`src/hdl/ctc_pkg.sv`:
```
`timescale 1ns / 1ps

package ctc_pkg;

   localparam int SEC_W   = 6;
   localparam int MIN_W   = 6;
   localparam int HOUR_W  = 5;
   localparam int DAY_W   = 5;
   localparam int MONTH_W = 4;
   localparam int YEAR_W  = 14;

   localparam int REQ_DATA_W = 48;
   localparam int RSP_DATA_W = 40;

   localparam logic [SEC_W-1:0]   SEC_MAX   = 6'd59;
   localparam logic [MIN_W-1:0]   MIN_MAX   = 6'd59;
   localparam logic [HOUR_W-1:0]  HOUR_MAX  = 5'd23;
   localparam logic [DAY_W-1:0]   DAY_MIN   = 5'd1;
   localparam logic [MONTH_W-1:0] MONTH_MIN = 4'd1;
   localparam logic [MONTH_W-1:0] MONTH_FEB = 4'd2;
   localparam logic [MONTH_W-1:0] MONTH_MAX = 4'd12;
   localparam logic [YEAR_W-1:0]  YEAR_MAX  = 14'd9999;

   localparam logic [SEC_W-1:0]   RST_SEC   = 6'd0;
   localparam logic [MIN_W-1:0]   RST_MIN   = 6'd10;
   localparam logic [HOUR_W-1:0]  RST_HOUR  = 5'd12;
   localparam logic [DAY_W-1:0]   RST_DAY   = 5'd1;
   localparam logic [MONTH_W-1:0] RST_MONTH = 4'd11;
   localparam logic [YEAR_W-1:0]  RST_YEAR  = 14'd2020;

   typedef enum logic {
      FUNC_TICK = 1'b0,
      FUNC_SET  = 1'b1
   } func_type;

   typedef struct packed {
      logic [YEAR_W-1:0]  year;
      logic [MONTH_W-1:0] month;
      logic [DAY_W-1:0]   day;
      logic [HOUR_W-1:0]  hour;
      logic [MIN_W-1:0]   minute;
      logic [SEC_W-1:0]   second;
   } time_type;

   typedef struct packed {
      time_type now;
      logic     day_rolled;
   } result_type;

   // Days in a month; unused month codes read as 31.
   function automatic logic [DAY_W-1:0] month_len(input logic [MONTH_W-1:0] month,
                                                  input logic [YEAR_W-1:0]  year);
      logic [DAY_W-1:0] len;
      case (month)
         MONTH_FEB: len = (year[1:0] == 2'b00) ? 5'd29 : 5'd28;
         4'd4:    len = 5'd30;
         4'd6:    len = 5'd30;
         4'd9:    len = 5'd30;
         4'd11:   len = 5'd30;
         default: len = 5'd31;
      endcase
      return len;
   endfunction

endpackage

```
`src/hdl/calendar_time_counter.sv`:
```
`timescale 1ns / 1ps

// Calendar clock keeping second, minute, hour, day, month and year. Each
// request beat is either a tick (tuser = 0, add 0..59 seconds, carrying up
// through the year) or a set (tuser = 1, load every field, each saturated
// into its range). Every request returns one response beat with the time
// after the update and, on tuser, a flag for a day rollover. One beat is
// taken every cycle while the skid entry is empty. The response is
// registered in the output register, as the whole carry chain is
// combinational between the request handshake and that register. A
// two-entry output stage keeps the request side open for one more beat
// while the response side stalls. Reset loads 12:10:00 on November 1, 2020.
module calendar_time_counter (
   input  logic                               clock,
   input  logic                               reset,
   input  logic                               req_tvalid,
   output logic                               req_tready,
   // step_seconds[5:0], set_second[11:6], set_minute[17:12], set_hour[22:18],
   // set_day[27:23], set_month[31:28], set_year[45:32], zero fill[47:46]
   input  logic [ctc_pkg::REQ_DATA_W-1:0]     req_tdata,
   // func: 0 tick, 1 set
   input  logic                               req_tuser,
   output logic                               rsp_tvalid,
   input  logic                               rsp_tready,
   // cur_second[5:0], cur_minute[11:6], cur_hour[16:12], cur_day[21:17],
   // cur_month[25:22], cur_year[39:26]
   output logic [ctc_pkg::RSP_DATA_W-1:0]     rsp_tdata,
   // day_rolled
   output logic                               rsp_tuser
);

   ctc_pkg::time_type   time_ff, time_in;
   ctc_pkg::result_type result_in;
   ctc_pkg::result_type main_ff, main_in;
   ctc_pkg::result_type skid_ff, skid_in;
   logic                main_valid_ff, main_valid_in;
   logic                skid_valid_ff, skid_valid_in;
   logic                accept;

   logic [ctc_pkg::SEC_W-1:0]   step;
   logic [ctc_pkg::SEC_W:0]     sec_sum;
   logic [ctc_pkg::SEC_W-1:0]   in_sec, in_min;
   logic [ctc_pkg::HOUR_W-1:0]  in_hour;
   logic [ctc_pkg::DAY_W-1:0]   in_day;
   logic [ctc_pkg::MONTH_W-1:0] in_month;
   logic [ctc_pkg::YEAR_W-1:0]  in_year;
   logic [ctc_pkg::DAY_W:0]     day_next;
   logic                        rolled;

   assign accept     = req_tvalid && req_tready;
   assign req_tready = !skid_valid_ff;

   assign step     = req_tdata[5:0];
   assign in_sec   = req_tdata[11:6];
   assign in_min   = req_tdata[17:12];
   assign in_hour  = req_tdata[22:18];
   assign in_day   = req_tdata[27:23];
   assign in_month = req_tdata[31:28];
   assign in_year  = req_tdata[45:32];

   always_comb begin
      time_in = time_ff;
      rolled  = 1'b0;
      sec_sum = '0;
      day_next = '0;
      if (ctc_pkg::func_type'(req_tuser) == ctc_pkg::FUNC_SET) begin
         time_in.second = (in_sec > ctc_pkg::SEC_MAX) ? ctc_pkg::SEC_MAX : in_sec;
         time_in.minute = (in_min > ctc_pkg::MIN_MAX) ? ctc_pkg::MIN_MAX : in_min;
         time_in.hour   = (in_hour > ctc_pkg::HOUR_MAX) ? ctc_pkg::HOUR_MAX : in_hour;
         time_in.day    = (in_day == '0) ? ctc_pkg::DAY_MIN : in_day;
         time_in.month  = (in_month == '0) ? ctc_pkg::MONTH_MIN :
                          (in_month > ctc_pkg::MONTH_MAX) ? ctc_pkg::MONTH_MAX : in_month;
         time_in.year   = (in_year > ctc_pkg::YEAR_MAX) ? ctc_pkg::YEAR_MAX : in_year;
      end else begin
         sec_sum = {1'b0, time_ff.second}
                 + {1'b0, ((step > ctc_pkg::SEC_MAX) ? ctc_pkg::SEC_MAX : step)};
         if (sec_sum >= 7'd60) begin
            // keep the remainder, carry one minute
            time_in.second = ctc_pkg::SEC_W'(sec_sum - 7'd60);
            if (time_ff.minute >= ctc_pkg::MIN_MAX) begin
               time_in.minute = '0;
               if (time_ff.hour >= ctc_pkg::HOUR_MAX) begin
                  time_in.hour = '0;
                  rolled       = 1'b1;
                  day_next     = {1'b0, time_ff.day} + 6'd1;
                  if (day_next > {1'b0, ctc_pkg::month_len(time_ff.month, time_ff.year)})
                  begin
                     time_in.day = ctc_pkg::DAY_MIN;
                     if (time_ff.month >= ctc_pkg::MONTH_MAX) begin
                        time_in.month = ctc_pkg::MONTH_MIN;
                        time_in.year  = (time_ff.year >= ctc_pkg::YEAR_MAX) ? '0 :
                                        time_ff.year + 14'd1;
                     end else begin
                        time_in.month = time_ff.month + 4'd1;
                     end
                  end else begin
                     time_in.day = day_next[ctc_pkg::DAY_W-1:0];
                  end
               end else begin
                  time_in.hour = time_ff.hour + 5'd1;
               end
            end else begin
               time_in.minute = time_ff.minute + 6'd1;
            end
         end else begin
            time_in.second = sec_sum[ctc_pkg::SEC_W-1:0];
         end
      end
      result_in.now        = time_in;
      result_in.day_rolled = rolled;
   end

   // Output register plus skid entry.
   always_comb begin
      main_in       = main_ff;
      main_valid_in = main_valid_ff;
      skid_in       = skid_ff;
      skid_valid_in = skid_valid_ff;
      if (main_valid_ff && !rsp_tready) begin
         if (accept) begin
            skid_in       = result_in;
            skid_valid_in = 1'b1;
         end
      end else if (skid_valid_ff) begin
         main_in       = skid_ff;
         main_valid_in = 1'b1;
         skid_valid_in = 1'b0;
      end else if (accept) begin
         main_in       = result_in;
         main_valid_in = 1'b1;
      end else begin
         main_valid_in = 1'b0;
      end
   end

   always_ff @(posedge clock) begin
      if (reset) begin
         time_ff <= '{year:   ctc_pkg::RST_YEAR,  month:  ctc_pkg::RST_MONTH,
                      day:    ctc_pkg::RST_DAY,   hour:   ctc_pkg::RST_HOUR,
                      minute: ctc_pkg::RST_MIN,   second: ctc_pkg::RST_SEC};
         main_valid_ff <= 1'b0;
         skid_valid_ff <= 1'b0;
      end else begin
         if (accept) begin
            time_ff <= time_in;
         end
         main_valid_ff <= main_valid_in;
         skid_valid_ff <= skid_valid_in;
      end
   end

   always_ff @(posedge clock) begin
      main_ff <= main_in;
      skid_ff <= skid_in;
   end

   assign rsp_tvalid = main_valid_ff;
   assign rsp_tdata  = main_ff.now;
   assign rsp_tuser  = main_ff.day_rolled;

   // Skid entry is only ever filled behind a stalled output beat.
   assert property (@(posedge clock) disable iff (reset)
      skid_valid_ff |-> main_valid_ff)
      else $error("skid entry holds a beat while output register is empty");

   // A rollover beat always shows hour and minute zero on the new day.
   assert property (@(posedge clock) disable iff (reset)
      (rsp_tvalid && rsp_tuser) |->
      (main_ff.now.hour == '0 && main_ff.now.minute == '0 &&
       main_ff.now.day == ctc_pkg::DAY_MIN || main_ff.now.hour == '0 &&
       main_ff.now.minute == '0 && main_ff.now.day > ctc_pkg::DAY_MIN))
      else $error("day rollover reported away from midnight");

   // Stored date stays in range.
   assert property (@(posedge clock) disable iff (reset)
      time_ff.month >= ctc_pkg::MONTH_MIN && time_ff.month <= ctc_pkg::MONTH_MAX &&
      time_ff.day != '0 && time_ff.year <= ctc_pkg::YEAR_MAX &&
      time_ff.hour <= ctc_pkg::HOUR_MAX && time_ff.second <= ctc_pkg::SEC_MAX)
      else $error("calendar state out of range");

   // A set beat never reports a rollover.
   assert property (@(posedge clock) disable iff (reset)
      (accept && req_tuser && !main_valid_ff && !skid_valid_ff) |=>
      (rsp_tvalid && !rsp_tuser))
      else $error("set beat reported a day rollover");

endmodule

```
`config.mk`:
```
export PLATFORM = sky130hd
export DESIGN_NAME = calendar_time_counter
export DESIGN_NICKNAME = d
export VERILOG_FILES = /design/src/hdl/ctc_pkg.sv /design/src/hdl/calendar_time_counter.sv
export SDC_FILE = /design/constraint.sdc
export NUM_CORES = 1
export LEC_CHECK = 0
export BUFFER_PORTS_ARGS = -buffer_cell sky130_fd_sc_hd__buf_2
export CAP_MARGIN = 20
export CELL_PAD_IN_SITES_DETAIL_PLACEMENT = 1
export CELL_PAD_IN_SITES_GLOBAL_PLACEMENT = 2
export CORE_MARGIN = 2
export CORE_UTILIZATION = 39
export DETAILED_ROUTE_END_ITERATION = 6
export PLACE_DENSITY_LB_ADDON = 0.1
export SLEW_MARGIN = 20
export SYNTH_ARGS = -nofsm -noshare
export SYNTH_HDL_FRONTEND = slang
export SYNTH_SLANG_ARGS = --single-unit
```
`constraint.sdc`:
```
create_clock -name clock -period 8.1 [get_ports clock]
set_clock_uncertainty 0.05 [all_clocks]
set_input_delay 1.62 -clock clock [delete_from_list [all_inputs] [get_ports clock]]
set_output_delay 1.62 -clock clock [all_outputs]
set_load 0.05 [all_outputs]
```
==> results of run 1 <==
-- cells in the final DEF (no fill, tap or decap), types with 7 or more instances in the layout --
| cell | netlist | layout |
|---|---|---|
| xnor2_1 | 9 | 9 |
| o21a_1 | 7 | 7 |
| clkbuf_16 | 0 | 17 |
| nand2_1 | 66 | 66 |
| and2_1 | 10 | 10 |
| nand3b_1 | 9 | 9 |
| o21ai_0 | 39 | 39 |
| nand4_1 | 11 | 11 |
| edfxtp_1 | 82 | 82 |
| mux2_2 | 18 | 18 |
| dfxtp_1 | 42 | 42 |
| buf_2 | 4 | 93 |
| inv_1 | 28 | 28 |
| nand2b_1 | 12 | 12 |
| a21oi_1 | 52 | 52 |
| nor3_1 | 16 | 16 |
| o31ai_1 | 22 | 22 |
| buf_4 | 2 | 11 |
| ha_1 | 18 | 18 |
| nor2_1 | 75 | 74 |
| nor4_1 | 7 | 7 |
| nand3_1 | 31 | 31 |
| a31oi_1 | 22 | 22 |
| a21o_1 | 7 | 7 |
-- worst min-delay path: stages, from the launching register on --
cell	delay [ps]
dfxtp_1	330
a21oi_1	70
nor2_1	80
-- flip-flops by register name (all words and copies together), names as in the netlist --
register       flops
rsp_tuser          1
skid_ff           41
rsp_tvalid         1
skid_valid_ff      1
rsp_tdata         40
time_ff           40
-- through the flow --
step	instance area [um2]	worst slack (ps)	util [%]
6_report	8510	2550	47.0
5_1_grt	8510	2390	47.0
4_1_cts	8510	2660	47.0
3_5_place_dp	7850	2220	43.4
3_3_place_gp	7850	2360	43.4
2_1_floorplan	7230	3570	-
-- report_power, final --
group	switching [mW]	total [mW]	internal (mW)
Combinational	0.260	0.373	0.114
Sequential	0.0279	0.752	0.724
Clock	0.289	0.858	0.569
-- kinds of logic after synthesis --
kind of cell,count (synthesis)
xor+xnor,11
buf+inv,78
flops,124
simple gates,266
mux,24
compound gates,239
fa+ha+maj,19
-- per-layer routing --
layer  GRT usage, %  vias to the layer above  routed length (um)
met3           3.66                       41                 881
met2           41.0                      165               11300
met1           31.1                     3229               10400
li1               -                     3029                   -
met5              0                        -                   0
met4           7.60                        0                 462
-- final cells by class --
cell class              count  area [um2]
well taps                 229         287
flip-flops and latches    124        3300
multi-input cells         559        3600
clock buffers              21         470
repair buffers            104         548
inverters                  28         105
clock inverters            11         189
fillers                  2052        9580
-- final timing paths --
check	startpoint	to	slack [ps]	cells past startpoint
setup / recovery	req_tdata[5]	rsp_tdata[37]	2550	13
hold / removal	time_ff[0]	time_ff[0]	460	2
setup reg to reg	time_ff[22]	rsp_tdata[37]	3510	13
hold reg to reg	time_ff[0]	time_ff[0]	460	2
==> impl_metrics.yaml, run 1 <==
yosys:
  syn_inst: 761
  synth_cell_types: 81
  synth_area_um2: 7230
  ys_warn_count: 0
  synthTopCellsByArea: "edfxtp_1, dfxtp_1, nor2_1"
  synth-simple-area-share_pct: 18.1
  synth_ff_type: "edfxtp_1"
  ys_ff_latch: 124
  synth_nets: 833
  synth_xor_area_share_pct: 1.33
  synthAdderAreaFrac_pct: 3.39
  synth_top_family_by_area: "compound AO/OA/AOI/OAI gates"
  synth_common_cells: "edfxtp_1, nor2_1, nand2_1, a21oi_1, dfxtp_1"
  yosysSeqAreaShare_pct: 45.7
  synth_compound_area_share_pct: 23.2
  synth_top_area_share_pct: 34.1
  synth_most_common_cell: "edfxtp_1"
  synth-async-reset-ratio_pct: 0
  avgSynthCellArea_um2: 9.49
  synth_edf_count: 82
  synthMuxAreaShare_pct: 3.64
  synth_top_cell_by_area: "edfxtp_1"
clock_network:
  numCtsBuffers: 17
  cts_tree: "done"
  insertion_delay_ps: 430
  clock-root-buffer: "clkbuf_16"
  htreeDepth: 4
  path_clk_slew_ps: 60
  clockBufferDepth: 2
  postCtsResizedCells: 0
  post_cts_buffers: 0
  cts_hold_buf: 0
  cts.sinks: 124
floorplanning:
  die_y_um: 140
  io_pins: 96
  dieArea_um2: 19600
  core_um2: 18100
  dieWidth_um: 140
  start_util_pct: 40.0
  std_cell_rows: 49
setup_path:
  startpoint_type: "input port"
  cp_cell_sequence: "buf_2 > nand4_1 > nand2b_1 > ha_1 > fa_1 > a21o_1 > a21oi_2 > mux2i_1 > o32a_1 > buf_4 > nand2_1 > o311ai_1 > mux2_2"
  critical_path_class: "in -> reg"
  cpMaxStageDelayCell: "o32a_1"
  cp-end-kind: "flip-flop"
  critPathBufInv: 2
  cp.arrival_ps: 5800
  critPathMaxStageDelay_ps: 680
  cp.required_ps: 8350
  cpLargestDelayFamily: "compound AO/OA/AOI/OAI gates"
  critPathMaxFanout: 21
run_status:
  violations: "DRC"
  status: "finished, violations left"
sta:
  setup_viol: 0
  max-slew-margin-rel_pct: 34.7
  tns_ps: 0
  hold_viol_final: 0
  period_minus_slack_ps: 5550
  rsz0062_at_grt: "no"
  hold_slack_ps: 461
  tightest_slew_ps: 976
  drv_slew: 0
  fmax_ghz: 0.180
  finalCritPeriodShare_pct: 68.5
cells_and_area:
  fin_cells: 1076
  n_antenna_cell: 0
  drive_above_1_share_pct: 21.0
  syn2layout_area_growth_pct: 17.7
  fin_nets: 906
routing:
  routedWlPerCell_um: 21.4
  remaining_drc_errors: 6
  drt_first_pass_iters: 7
  vias_per_cell: 6.01
  drt_wl_total_mm: 23.0
  dr.first_iter.drc_count: 393
  ant_nets: 0
  routed-via-count: 6464
global_routing:
  antenna_found_initial: 0
  grt_max_degree: 67
  grt_overflow_total: 0
  grt.total_usage_pct: 23.9
  grt_pass1_vias: 6698
  grt_pass1_wl_mm: 36.6
placed_design:
  place_congestion: 0.843
  placed_cells: 1044
  portBuffers: 93
  dp_hpwl_mm: 15.4
pwr:
  p_leak_nw: 3.18
  total_power_mw: 1.98
  power.density_nw_per_um2: 233
  peakVddDrop_v: 0.000145
hold_path:
  min_path_type: "reg -> reg"
run:
  drv_cap: 0
Power figures use the tool's default switching activity.
==> inputs of run 2 (changes only) <==
CORE_UTILIZATION = 37   (was 39)
clock period = 5.5 ns   (was 8.1 ns; I/O delays follow)
==> run 2 against run 1 <==
  * The run now ends clean
  * Sequential power rose by 48%
  * Final cell count rose by 4.2%
  * Via count barely moved
  * Highest routed layer unchanged
==> impl_metrics.yaml, run 2 (synthesized netlist as in run 1, its figures left out) <==
placed_design:
  portBuffers: 93
  place_ws_ps: 450
  dp_hpwl_mm: 16.0
  place_congestion: 0.839
  placed_cells: 1088
cells_and_area:
  syn2layout_area_growth_pct: 19.2
  fin_nets: 915
  drive_above_1_share_pct: 21.6
  fillers: 2226
  regMostFlops: "skid_ff"
  n_antenna_cell: 0
  largest_register_ffs: 41
  final_common_cell: "buf_2"
  fin_cells: 1121
  final_cell_mix: "buf_2, edfxtp_1, nor2_1"
floorplanning:
  die_y_um: 144
  core_um2: 19300
  dieWidth_um: 144
  std_cell_rows: 51
  start_util_pct: 37.4
  dieArea_um2: 20700
  io_pins: 96
global_routing:
  grt_overflow_total: 0
  antenna_found_initial: 1
  grt_pass1_vias: 6708
  grt_pass1_wl_mm: 37.0
  grt.total_usage_pct: 23.5
  grt_max_degree: 62
pwr:
  seq_power_share_pct: 38.2
  peakVddDrop_v: 0.000221
  netSwitchingPower_mw: 0.864
  clkPwrFrac_pct: 42.5
  switching_share_pct: 29.7
  internal_power_mw: 2.04
  power.density_nw_per_um2: 338
  combPwrFrac_pct: 19.4
  p_leak_nw: 3.22
setup_path:
  critPathMaxStageDelay_ps: 890
  startpoint_type: "input port"
  cpLargestDelayFamily: "compound AO/OA/AOI/OAI gates"
  critical_path_class: "in -> reg"
  cp-end-kind: "flip-flop"
  cpMaxStageDelayCell: "o31ai_2"
  cp.required_ps: 5620
  critPathBufInv: 1
  cp.arrival_ps: 4800
  cp_cell_sequence: "buf_2 > nand4_1 > nand2b_1 > ha_1 > fa_1 > a21o_1 > a21oi_2 > mux2i_1 > o32ai_4 > o31ai_2 > o21ai_0 > mux2_2"
  critPathMaxFanout: 14
routing:
  remaining_drc_errors: 0
  drt_wl_total_mm: 23.4
  ant_nets: 0
  vias_per_cell: 5.77
  routed-via-count: 6468
  routedWlPerCell_um: 20.9
  drt_first_pass_iters: 4
  dr.first_iter.drc_count: 339
sta:
  max-slew-margin-rel_pct: 30.3
  tightest_slew_ps: 1050
  hold_viol_final: 0
  period_minus_slack_ps: 4680
  fmax_ghz: 0.214
  fin_ws_ps: 819
  rsz0062_at_grt: "no"
  drv_slew: 0
  setup_viol: 0
  finalCritPeriodShare_pct: 85.1
  tns_ps: 0
clock_network:
  htreeDepth: 4
  cts.sinks: 124
  postCtsResizedCells: 0
  cts_hold_buf: 0
  clock-root-buffer: "clkbuf_16"
  path_clk_slew_ps: 60
  post_cts_buffers: 0
  cts_tree: "done"
  insertion_delay_ps: 430
  numCtsBuffers: 17
  clockBufferDepth: 2
hold_path:
  min_path_type: "reg -> reg"
run:
  drv_cap: 0
run_status:
  status: "finished, final reports clean"
-- run 2: cell count changes in the layout (fill, tap and decap cells not counted), sizes merged --
cell,before,now
buf,104,113
clkbuf,21,19
clkinv,4,6
-- run 2: metrics by stage --
| stage | power, mW | cell area (um2) | hold WS (ps) | utilization [%] |
|---|---|---|---|---|
| global route | 3.02 | 8610 | 497 | 44.5 |
| detailed placement | 1.69 | 7950 | 440 | 41.1 |
| global placement | 1.67 | 7950 | 442 | 41.1 |
| finish | 2.91 | 8610 | 461 | 44.5 |
| CTS | 2.93 | 8580 | 471 | 44.4 |
| floorplan | 1.52 | 7230 | 410 | - |
-- run 2: path summary, 6_finish.rpt --
kind	endpoint	startpoint	slack (ps)	cells after the start
setup reg to reg	rsp_tdata[39]	time_ff[22]	1100	13
hold / removal	time_ff[5]	time_ff[5]	460	2
setup / recovery	rsp_tdata[39]	req_tdata[5]	820	12
hold reg to reg	time_ff[5]	time_ff[5]	460	2
-- run 2: cell type report --
class / instances / area [um2] / area share [%]
well taps: 265 / 332 / 3.85
clock buffers: 19 / 433 / 5.03
inverters: 28 / 105 / 1.22
flip-flops and latches: 124 / 3300 / 38.4
repair buffers: 113 / 636 / 7.38
multi-input cells: 559 / 3600 / 41.9
clock inverters: 13 / 198 / 2.30
-- run 2: power groups by stage --
| stage | clock (mW) | combinational, mW | sequential (mW) |
|---|---|---|---|
| 2_1_floorplan | 0 | 0.311 | 1.21 |
| 3_3_place_gp | 0 | 0.545 | 1.13 |
| 3_5_place_dp | 0 | 0.562 | 1.13 |
| 4_1_cts | 1.25 | 0.565 | 1.11 |
| 5_1_grt | 1.29 | 0.614 | 1.12 |
| 6_report | 1.23 | 0.564 | 1.11 |
-- run 2: routing by layer --
metal  vias to the layer above  global-route usage, %  part of all wire [%]
met5                         -                      0                     0
met4                         0                   9.55                   2.1
met3                        31                   3.67                   3.2
met2                       151                   40.1                    50
met1                      3240                   29.6                    45
li1                       3046                      -                     -
-- run 2: tightest hold or removal path, stage by stage, from the launching register on --
cell and delay [ps]:
dfxtp_1 340, nand3b_1 80, o41ai_1 60
==> inputs of run 3 (changes only) <==
CELL_PAD_IN_SITES_DETAIL_PLACEMENT = 0   (was 1)
CELL_PAD_IN_SITES_GLOBAL_PLACEMENT = 1   (was 2)
CORE_UTILIZATION = 45   (was 37)
==> run 3 against run 2 <==
  * Combinational power fell by 3%
  * Global-route usage grew 1.4 points
  * Non-clock buffer count rose by 1
  * Worst hold slack got worse by 15 ps
  * Setup slack gained 310 ps
  * Via count shrank 1.7%
  * Critical path type unchanged
==> impl_metrics.yaml, run 3 (synthesized netlist as in run 1, its figures left out) <==
run_status:
  status: "finished, final reports clean"
sta:
  period_minus_slack_ps: 4370
  tns_ps: 0
  setup_viol: 0
  drv_slew: 0
  max-slew-margin-rel_pct: 42.9
  fmax_ghz: 0.229
  finalCritPeriodShare_pct: 79.5
  hold_viol_final: 0
  rsz0062_at_grt: "no"
  tightest_slew_ps: 855
pwr:
  power.density_nw_per_um2: 338
  clkPwrFrac_pct: 42.9
  combPwrFrac_pct: 18.9
  total_power_mw: 2.89
  switching_share_pct: 28.7
  netSwitchingPower_mw: 0.830
  peakVddDrop_v: 0.000199
  internal_power_mw: 2.06
  seq_power_share_pct: 38.2
  p_leak_nw: 3.23
setup_path:
  reg2reg_depth: 14
  critical_path_class: "in -> reg"
  rrSetupSlack_ps: 1520
  startpoint_type: "input port"
  reg2reg_to: "skid_ff[24]"
  cp.required_ps: 5750
  cp.arrival_ps: 4620
  rr_startpoint: "time_ff[22]"
  cpMaxStageDelayCell: "o32a_1"
  critPathMaxFanout: 14
  cp_cell_sequence: "buf_2 > nand4_1 > nand2b_1 > ha_1 > fa_1 > a21o_1 > a21oi_2 > mux2i_1 > o32a_1 > buf_4 > a31oi_1 > a21oi_1 > mux2_2"
  critPathMaxStageDelay_ps: 680
  cp-end-kind: "flip-flop"
floorplanning:
  core_um2: 15800
  io_pins: 96
  dieWidth_um: 131
  std_cell_rows: 46
  dieArea_um2: 17100
  die_y_um: 131
  start_util_pct: 45.8
clock_network:
  insertion_delay_ps: 420
  clock-root-buffer: "clkbuf_16"
  path_clk_slew_ps: 60
  htreeDepth: 4
  numCtsBuffers: 17
  cts_tree: "done"
  cts_hold_buf: 0
  cts.sinks: 124
  post_cts_buffers: 0
  clockBufferDepth: 2
  postCtsResizedCells: 0
hold_path:
  min_path_type: "reg -> reg"
  min_path_cells: 2
  hold_path_end: "time_ff[5]"
  worstHoldStart: "time_ff[5]"
routing:
  routed-via-count: 6360
  dr.first_iter.drc_count: 493
  vias_per_cell: 5.93
  drt_wl_total_mm: 20.5
  drt_first_pass_iters: 5
  ant_nets: 0
  routedWlPerCell_um: 19.1
  remaining_drc_errors: 0
cells_and_area:
  n_antenna_cell: 0
  final_common_cell: "buf_2"
  design_area_um2: 8560
  final_cell_mix: "buf_2, edfxtp_1, nor2_1"
  fillers: 1486
  regMostFlops: "skid_ff"
  syn2layout_area_growth_pct: 18.4
  drive_above_1_share_pct: 21.8
  fin_nets: 916
  largest_register_ffs: 41
  final_util_pct: 54.3
placed_design:
  dp_hpwl_mm: 13.7
  portBuffers: 93
  placed_cell_area_um2: 7910
  place_congestion: 0.898
global_routing:
  grt.total_usage_pct: 24.8
  antenna_found_initial: 0
  grt_pass1_wl_mm: 32.6
  grt_overflow_total: 0
  grt_max_degree: 67
  grt_pass1_vias: 6145
run:
  drv_cap: 0
[run 3: power groups by stage]
stage               logic (mW)  clock network (mW)  registers [mW]
finish                   0.547                1.24            1.11
floorplan                0.311                   0            1.21
CTS                      0.547                1.26            1.11
detailed placement       0.542                   0            1.13
global placement         0.535                   0            1.12
global route             0.594                1.29            1.11
[run 3: worst max path at each step]
stage / from / endpoint / cells past startpoint
finish: req_tdata[3] / rsp_tdata[28] / 13
global route: req_tdata[3] / rsp_tdata[26] / 13
CTS: req_tdata[3] / rsp_tdata[26] / 12
detailed placement: req_tdata[3] / rsp_tdata[26] / 12
global placement: req_tdata[3] / rsp_tdata[26] / 12
floorplan: req_tdata[2] / rsp_tdata[35] / 12
[run 3: through the flow]
stage / hold slack (ps) / worst slack (ps) / cells
2_1_floorplan: 410 / 1490 / 761
3_3_place_gp: 436 / 761 / 1041
3_5_place_dp: 438 / 716 / 1041
4_1_cts: 451 / 1130 / 1073
5_1_grt: 477 / 848 / 1073
6_report: 446 / 1130 / 1073
[run 3: per-layer routing]
metal	wire length (um)	GRT usage [%]
met4	342	8.01
met5	0	0
met1	9300	32.7
met2	9870	41.1
met3	977	5.33
[run 3: worst max-delay path, delay by kind of cell]
kind	cells	cell delay, ps
AO/OA/AOI/OAI	5	1630
adder cells (fa/ha/maj)	2	640
multiplexers	2	610
buffers and inverters	2	440
AND/OR/NAND/NOR	2	200
[run 3: layout make-up]
cell class | instances | area (um2) | area share, %
clock inverters | 12 | 193 | 2.25
clock buffers | 20 | 457 | 5.34
repair buffers | 114 | 623 | 7.28
flip-flops and latches | 124 | 3300 | 38.6
multi-input cells | 559 | 3600 | 42.1
inverters | 28 | 105 | 1.23
well taps | 216 | 270 | 3.16
